## src/spq_pkg.sv

```systemverilog
// Package for the sorted priority queue: sizes, codes and the cell type.
package spq_pkg;

    localparam int CAPACITY = 16;
    localparam int CNT_W    = $clog2(CAPACITY + 1);
    localparam int DATA_W   = 32;
    localparam int PRIO_W   = 16;
    localparam int STAT_W   = 2;
    localparam int FILL_W   = 5;

    typedef enum logic {
        OP_INSERT = 1'b0,
        OP_REMOVE = 1'b1
    } op_t;

    typedef enum logic [STAT_W-1:0] {
        ST_DONE  = 2'd0,
        ST_EMPTY = 2'd1,
        ST_FULL  = 2'd2
    } status_t;

    typedef struct packed {
        logic                     valid;
        logic signed [DATA_W-1:0] data;
        logic        [PRIO_W-1:0] prio;
    } cell_t;

    typedef struct packed {
        logic                     ins;
        logic                     rem;
        logic signed [DATA_W-1:0] data;
        logic        [PRIO_W-1:0] prio;
    } cell_ctrl_t;

endpackage

```

## src/spq_cmd_if.sv

```systemverilog
// Handshake channel carrying queue command items.
interface spq_cmd_if;
    import spq_pkg::*;

    logic                     valid;
    logic                     ready;
    logic                     op;
    logic signed [DATA_W-1:0] item_data;
    logic        [PRIO_W-1:0] item_priority;

    modport source (output valid, output op, output item_data, output item_priority,
                    input ready);
    modport sink   (input valid, input op, input item_data, input item_priority,
                    output ready);
endinterface

```

## src/spq_rsp_if.sv

```systemverilog
// Handshake channel carrying queue result items.
interface spq_rsp_if;
    import spq_pkg::*;

    logic                     valid;
    logic                     ready;
    logic        [STAT_W-1:0] status;
    logic signed [DATA_W-1:0] out_data;
    logic        [PRIO_W-1:0] out_priority;
    logic        [FILL_W-1:0] fill_level;

    modport source (output valid, output status, output out_data, output out_priority,
                    output fill_level, input ready);
    modport sink   (input valid, input status, input out_data, input out_priority,
                    input fill_level, output ready);
endinterface

```

## src/sorted_priority_queue.sv

```systemverilog
// Sorted priority queue built from a chain of shifting cells.
// Entries sit in a row of CAPACITY cells ordered by ascending priority; equal
// priorities leave in arrival order. Every cell compares its priority with the
// incoming one in parallel, so a new item is accepted every cycle while the
// result register can be emptied. The result of an item appears on rsp in the
// cycle after it is accepted. A remove on an empty queue reports status 1; an
// insert into a full queue is dropped and reports status 2. fill_level is the
// entry count after the item.
module sorted_priority_queue
    import spq_pkg::*;
(
    input logic        clk,
    input logic        rst_n,
    spq_cmd_if.sink    cmd,
    spq_rsp_if.source  rsp
);

    cell_t      cells [CAPACITY];
    logic       after [CAPACITY];
    cell_ctrl_t ctrl;

    logic             acc;
    logic             is_full;
    logic             is_empty;
    logic [CNT_W-1:0] cnt_reg;
    logic [CNT_W-1:0] cnt_next;
    status_t          status_next;

    logic                     out_valid_reg;
    status_t                  status_reg;
    logic signed [DATA_W-1:0] data_reg;
    logic        [PRIO_W-1:0] prio_reg;
    logic        [FILL_W-1:0] fill_reg;

    assign cmd.ready = !out_valid_reg || rsp.ready;
    assign acc       = cmd.valid && cmd.ready;
    assign is_full   = cells[CAPACITY-1].valid;
    assign is_empty  = !cells[0].valid;

    assign ctrl.ins  = acc && (cmd.op == OP_INSERT) && !is_full;
    assign ctrl.rem  = acc && (cmd.op == OP_REMOVE) && !is_empty;
    assign ctrl.data = cmd.item_data;
    assign ctrl.prio = cmd.item_priority;

    for (genvar i = 0; i < CAPACITY; i++)
    begin : g_cell
        cell_t left_c;
        cell_t right_c;
        logic  left_a;

        if (i == 0)
        begin : g_first
            assign left_c = '0;
            assign left_a = 1'b0;
        end
        else
        begin : g_mid
            assign left_c = cells[i-1];
            assign left_a = after[i-1];
        end

        if (i == CAPACITY - 1)
        begin : g_last
            assign right_c = '0;
        end
        else
        begin : g_inner
            assign right_c = cells[i+1];
        end

        spq_cell u_cell (
            .clk        (clk),
            .rst_n      (rst_n),
            .ctrl       (ctrl),
            .left       (left_c),
            .left_after (left_a),
            .right      (right_c),
            .cur        (cells[i]),
            .after      (after[i])
        );
    end

    always_comb
    begin
        cnt_next    = cnt_reg;
        status_next = ST_DONE;
        if (ctrl.ins)
        begin
            cnt_next = cnt_reg + CNT_W'(1);
        end
        else if (ctrl.rem)
        begin
            cnt_next = cnt_reg - CNT_W'(1);
        end
        unique case (cmd.op)
            OP_INSERT: status_next = is_full  ? ST_FULL  : ST_DONE;
            OP_REMOVE: status_next = is_empty ? ST_EMPTY : ST_DONE;
            default:   status_next = ST_DONE;
        endcase
    end

    always_ff @(posedge clk or negedge rst_n)
    begin
        if (!rst_n)
        begin
            cnt_reg       <= '0;
            out_valid_reg <= 1'b0;
        end
        else
        begin
            cnt_reg <= cnt_next;
            if (acc)
            begin
                out_valid_reg <= 1'b1;
            end
            else if (rsp.ready)
            begin
                out_valid_reg <= 1'b0;
            end
        end
    end

    always_ff @(posedge clk)
    begin
        if (acc)
        begin
            status_reg <= status_next;
            data_reg   <= ctrl.rem ? cells[0].data : '0;
            prio_reg   <= ctrl.rem ? cells[0].prio : '0;
            fill_reg   <= FILL_W'(cnt_next);
        end
    end

    assign rsp.valid        = out_valid_reg;
    assign rsp.status       = status_reg;
    assign rsp.out_data     = data_reg;
    assign rsp.out_priority = prio_reg;
    assign rsp.fill_level   = fill_reg;

`ifndef ASSERT_OFF
    logic [CAPACITY-1:0] valid_vec;

    always_comb
    begin
        for (int k = 0; k < CAPACITY; k++)
        begin
            valid_vec[k] = cells[k].valid;
        end
    end

    a_count_matches_cells: assert property (@(posedge clk) disable iff (!rst_n)
        cnt_reg == CNT_W'($countones(valid_vec)))
        else $error("entry count differs from occupied cells");

    a_remove_decrements: assert property (@(posedge clk) disable iff (!rst_n)
        (acc && cmd.op == OP_REMOVE && cnt_reg != '0) |=> cnt_reg == $past(cnt_reg) - CNT_W'(1))
        else $error("remove did not shrink the queue");

    a_full_status_when_full: assert property (@(posedge clk) disable iff (!rst_n)
        (out_valid_reg && status_reg == ST_FULL) |-> is_full)
        else $error("full status reported with free cells");

    a_head_sorted: assert property (@(posedge clk) disable iff (!rst_n)
        cells[1].valid |-> (cells[0].valid && cells[0].prio <= cells[1].prio))
        else $error("head cells out of order");
`endif

endmodule

```

## src/spq_cell.sv

```systemverilog
// One storage cell of the sorted queue chain.
module spq_cell
    import spq_pkg::*;
(
    input  logic       clk,
    input  logic       rst_n,
    input  cell_ctrl_t ctrl,
    input  cell_t      left,
    input  logic       left_after,
    input  cell_t      right,
    output cell_t      cur,
    output logic       after
);

    logic                     valid_reg;
    logic signed [DATA_W-1:0] data_reg;
    logic        [PRIO_W-1:0] prio_reg;
    cell_t                    cell_next;

    // new entry belongs at or before this cell
    assign after = !valid_reg || (prio_reg > ctrl.prio);
    assign cur   = {valid_reg, data_reg, prio_reg};

    always_comb
    begin
        cell_next = cur;
        if (ctrl.rem)
        begin
            cell_next = right;
        end
        else if (ctrl.ins)
        begin
            if (left_after)
            begin
                cell_next = left;
            end
            else if (after)
            begin
                cell_next.valid = 1'b1;
                cell_next.data  = ctrl.data;
                cell_next.prio  = ctrl.prio;
            end
        end
    end

    always_ff @(posedge clk or negedge rst_n)
    begin
        if (!rst_n)
        begin
            valid_reg <= 1'b0;
        end
        else
        begin
            valid_reg <= cell_next.valid;
        end
    end

    always_ff @(posedge clk)
    begin
        data_reg <= cell_next.data;
        prio_reg <= cell_next.prio;
    end

endmodule
```

## src/flat_wrapper.sv

```systemverilog
// flat-port wrapper written by rule: the top's interface ports become plain ports
module sorted_priority_queue_flat import spq_pkg::*;
  (clk, rst_n, cmd_valid, cmd_op, cmd_item_data, cmd_item_priority, cmd_ready, rsp_valid, rsp_status, rsp_out_data, rsp_out_priority, rsp_fill_level, rsp_ready);
  spq_cmd_if cmd_i ();
  spq_rsp_if rsp_i ();
  input logic clk;
  input logic rst_n;
  input wire logic [$bits(cmd_i.valid)-1:0] cmd_valid;
  input wire logic [$bits(cmd_i.op)-1:0] cmd_op;
  input wire logic [$bits(cmd_i.item_data)-1:0] cmd_item_data;
  input wire logic [$bits(cmd_i.item_priority)-1:0] cmd_item_priority;
  output wire logic [$bits(cmd_i.ready)-1:0] cmd_ready;
  output wire logic [$bits(rsp_i.valid)-1:0] rsp_valid;
  output wire logic [$bits(rsp_i.status)-1:0] rsp_status;
  output wire logic [$bits(rsp_i.out_data)-1:0] rsp_out_data;
  output wire logic [$bits(rsp_i.out_priority)-1:0] rsp_out_priority;
  output wire logic [$bits(rsp_i.fill_level)-1:0] rsp_fill_level;
  input wire logic [$bits(rsp_i.ready)-1:0] rsp_ready;
  assign cmd_i.valid = cmd_valid;
  assign cmd_i.op = cmd_op;
  assign cmd_i.item_data = cmd_item_data;
  assign cmd_i.item_priority = cmd_item_priority;
  assign cmd_ready = cmd_i.ready;
  assign rsp_valid = rsp_i.valid;
  assign rsp_status = rsp_i.status;
  assign rsp_out_data = rsp_i.out_data;
  assign rsp_out_priority = rsp_i.out_priority;
  assign rsp_fill_level = rsp_i.fill_level;
  assign rsp_i.ready = rsp_ready;
  sorted_priority_queue u_core (.clk(clk), .rst_n(rst_n), .cmd(cmd_i), .rsp(rsp_i));
endmodule
```

## config.mk

```make
export PLATFORM = sky130hd
export DESIGN_NAME = sorted_priority_queue_flat
export DESIGN_NICKNAME = d
export VERILOG_FILES = /design/src/spq_pkg.sv /design/src/spq_cmd_if.sv /design/src/spq_rsp_if.sv /design/src/sorted_priority_queue.sv /design/src/spq_cell.sv /design/src/flat_wrapper.sv
export SDC_FILE = /design/constraint.sdc
export NUM_CORES = 2
export LEC_CHECK = 0
export BUFFER_PORTS_ARGS = -buffer_cell sky130_fd_sc_hd__buf_2
export CORE_UTILIZATION = 25
export DETAILED_ROUTE_END_ITERATION = 6
export HOLD_SLACK_MARGIN = 0.15
export MAX_ROUTING_LAYER = met4
export SETUP_SLACK_MARGIN = 0.05
export SYNTH_ARGS = -nofsm -noshare
export SYNTH_HDL_FRONTEND = slang
export SYNTH_HIERARCHICAL = 1
export SYNTH_SLANG_ARGS = --single-unit
```

## constraint.sdc

```tcl
create_clock -name clk -period 8.51 [get_ports clk]
set_clock_uncertainty 0.05 [all_clocks]
set_input_delay 0.4255 -clock clk [delete_from_list [all_inputs] [get_ports clk]]
set_output_delay 0.4255 -clock clk [all_outputs]
set_load 0.05 [all_outputs]
```

==> summary.md <==
| Metric | Value |
|---|---|
| Number of maximum-capacitance violations | 0 |
| Critical path peak fanout | around 110 |
| Maximum vdd drop | 0.000192 V |
| Number of global-route vias before repair | approximately 34k |
| Launch instance of the worst register-to-register path | u_core/g_cell[0].u_cell/valid_reg |
| Clock latency on the worst-skew pair | ~0.68 ns |
| Maximum number of pins on one net before global-route repair | about 270 |
| Cell Rows | 162 |
| FMAX | approximately 240 MHz |
| Initial DRC count | approximately 2.9k |
| Setup violators final | 0 |
| Critical Path Start Type | flop |
| Power density relative to cell area | ~270 nW/um2 |
| Worst hold path class | in2reg |
| Fill count | between 20k and 25k |
| First-pass GRT wire length | around 200,000 um |
| TritonCTS Buffers | 88 |
| Number of max-slew violations in the final report | 0 |
| Final critical-path required period | roughly 4.3 ns |
| Max FFs per register | approximately 510 |
| Final routed wire length divided by cell count | roughly 17 um |
| Source of the critical timing path | u_core/g_cell[0].u_cell/valid_reg |
| Depth of the CTS H-tree | 3 |
| All-layer global routing usage | 12.6% |
| Maximum buffer depth of the clock tree | 3 |
| Synth Instances | roughly 4.5k |
| Largest delay share family, worst path | buffers and inverters |
| Crit Path Category | reg2reg |
| Unrepaired setup endpoints after global routing | no |
| Number of buffers added on ports | between 100 and 150 |
| Total number of clock tree sinks | about 850 |
| Clock tree from TritonCTS | built |
| HP Start | rsp_ready |
| Worst path bufs/invs | 2 |
| Detailed-routing iteration count for the pre-antenna-repair pass | 7 |
| Most used cells in the layout excluding fill and tap cells | 855 x sky130_fd_sc_hd__nand2_1, 823 x sky130_fd_sc_hd__edfxtp_1, 793 x sky130_fd_sc_hd__o21ai_0, 768 x sky130_fd_sc_hd__mux2i_1 |
| Clock root buffer | sky130_fd_sc_hd__clkbuf_16 |
| Worst hold margin | around 0.23 ns |
| Max-slew headroom | 27.1% |
| Total wire length after detailed routing | around 120,000 um |
| Final clock period utilization by the worst path | about 50% |
| Netlist area before placement | approximately 49,000 um2 |
| Fin. Hold Viols | 0 |
| Detailed-route via count | about 34k |
| Kind of end point of the critical path | flop |
| Vertical extent of the die | around 440 um |
| WP data arrival | ~4.5 ns |
| Transition time at the pin with the least slew margin | 1.09 ns |
| Cts repair resizes | 0 |
| Std-Cell Core Area | roughly 190,000 um2 |
| Starting density of the core | between 20% and 30% |
| DRC violations left | 0 |
| Total leakage power | around 22 nW |
| Antenna violations before repair | 13 |
| Placed wire-length estimate after detailed placement | 82,500 um |
| Setup tns final | 0 ns |
| Sequential cell area | 25,300 um2 |
| Weighted congestion reported at the end of routability-driven placement | approximately 0.83 |
| Final #Nets | around 4.9k |
| Most repeated library cell on the critical path | sky130_fd_sc_hd__buf_4 |
| Most common cell after layout, fill and taps aside | sky130_fd_sc_hd__nand2_1 |
| CP max stage delay | between 0.8 and 0.9 ns |
| Syn Area/Cell | between 10 and 15 um2 |
| Clock-pin slew of the registers on the worst-case setup and hold paths | about 0.060 ns |
| Average vias per placed instance | 4.63 |
| Layout cell share with drive strength beyond 1 | between 8 and 9% |
| Area of the multi-input gates | about 22,000 um2 |
| Top-Level Pins | 110 |
| Area enclosed by the die boundary | just under 200,000 um2 |
| Cell-by-cell listing of the critical path | and4_4 -> buf_4 -> nor3b_1 -> o2bb2ai_1 -> a21oi_4 -> buf_4 |
| YS warnings | 6 |
| Outcome | finished, final reports clean |
| Count of antenna-violating nets left after detailed routing | 0 |
| Data required, critical path | a little under 9 ns |
| Horizontal die dimension | approximately 440 um |
| Global-route congestion overflow total | 0 |
| Area delta synth->final | 13.2% |
| Critical-path cell with the highest stage delay | sky130_fd_sc_hd__buf_4 |
-- routing by layer --
metal | GRT usage [%] | wire length, um
met5 | - | 0
met4 | 3.68 | 2900
met3 | 1.74 | 6400
met2 | 20.1 | 58000
met1 | 16.7 | 57500
-- layout make-up --
type	instances	area share, %
flip-flops and latches	845	45.5
multi-input cells	3234	39.7
well taps	2624	5.92
clock buffers	107	4.25
repair buffers	167	1.90
inverters	259	1.75
clock inverters	52	0.954
diodes	6	0.0271
-- where the power goes --
part / total (mW) / internal (mW) / switching, mW / leakage (nW)
combinational: 4.77 / 1.85 / 2.92 / 13.0
sequential: 6.54 / 5.96 / 0.586 / 7.91
clock: 3.94 / 2.25 / 1.70 / 1.41
total: 15.3 / 10.1 / 5.20 / 22.4
-- worst paths after layout --
check | end | slack [ns] | depth (start not counted)
max in group asynchronous | u_core/g_cell[10].u_cell/valid_reg | 7.70 | 2
worst min-delay path | u_core/cnt_reg[1] | 0.23 | 5
min in group asynchronous | u_core/rsp.valid | 0.25 | 2
worst max-delay path | u_core/g_cell[6].u_cell/data_reg[6] | 4.26 | 6
worst min register to register | u_core/cnt_reg[4] | 0.43 | 1
worst max register to register | u_core/g_cell[6].u_cell/data_reg[6] | 4.26 | 6
-- worst register-to-register path, cell delays in order, from the launching register on --
cell and delay, ns:
sky130_fd_sc_hd__dfrtp_1 0.55, sky130_fd_sc_hd__and4_4 0.75, sky130_fd_sc_hd__buf_4 0.94, sky130_fd_sc_hd__nor3b_1 0.30
sky130_fd_sc_hd__o2bb2ai_1 0.22, sky130_fd_sc_hd__a21oi_4 0.39, sky130_fd_sc_hd__buf_4 0.62
-- stage by stage --
stage	util (%)	total power [mW]	area [um2]	setup WS [ns]	std cells
final	28.5	15.3	55500	4.26	7294
after global routing	28.5	16.1	55500	3.97	7293
after detailed placement	27.0	11.4	52500	3.80	7125
after floorplan	-	10.1	49400	2.07	4632
after CTS	28.5	15.4	55500	4.27	7288
after global placement	27.0	11.3	52500	3.86	7125
-- repair_timing --
action | CTS | global route
hold endpoints to repair | 27 | 0
hold buffers | 4 | 0
setup buffers | 0 | 0
Note: power is estimated with default switching activity, not from simulation.
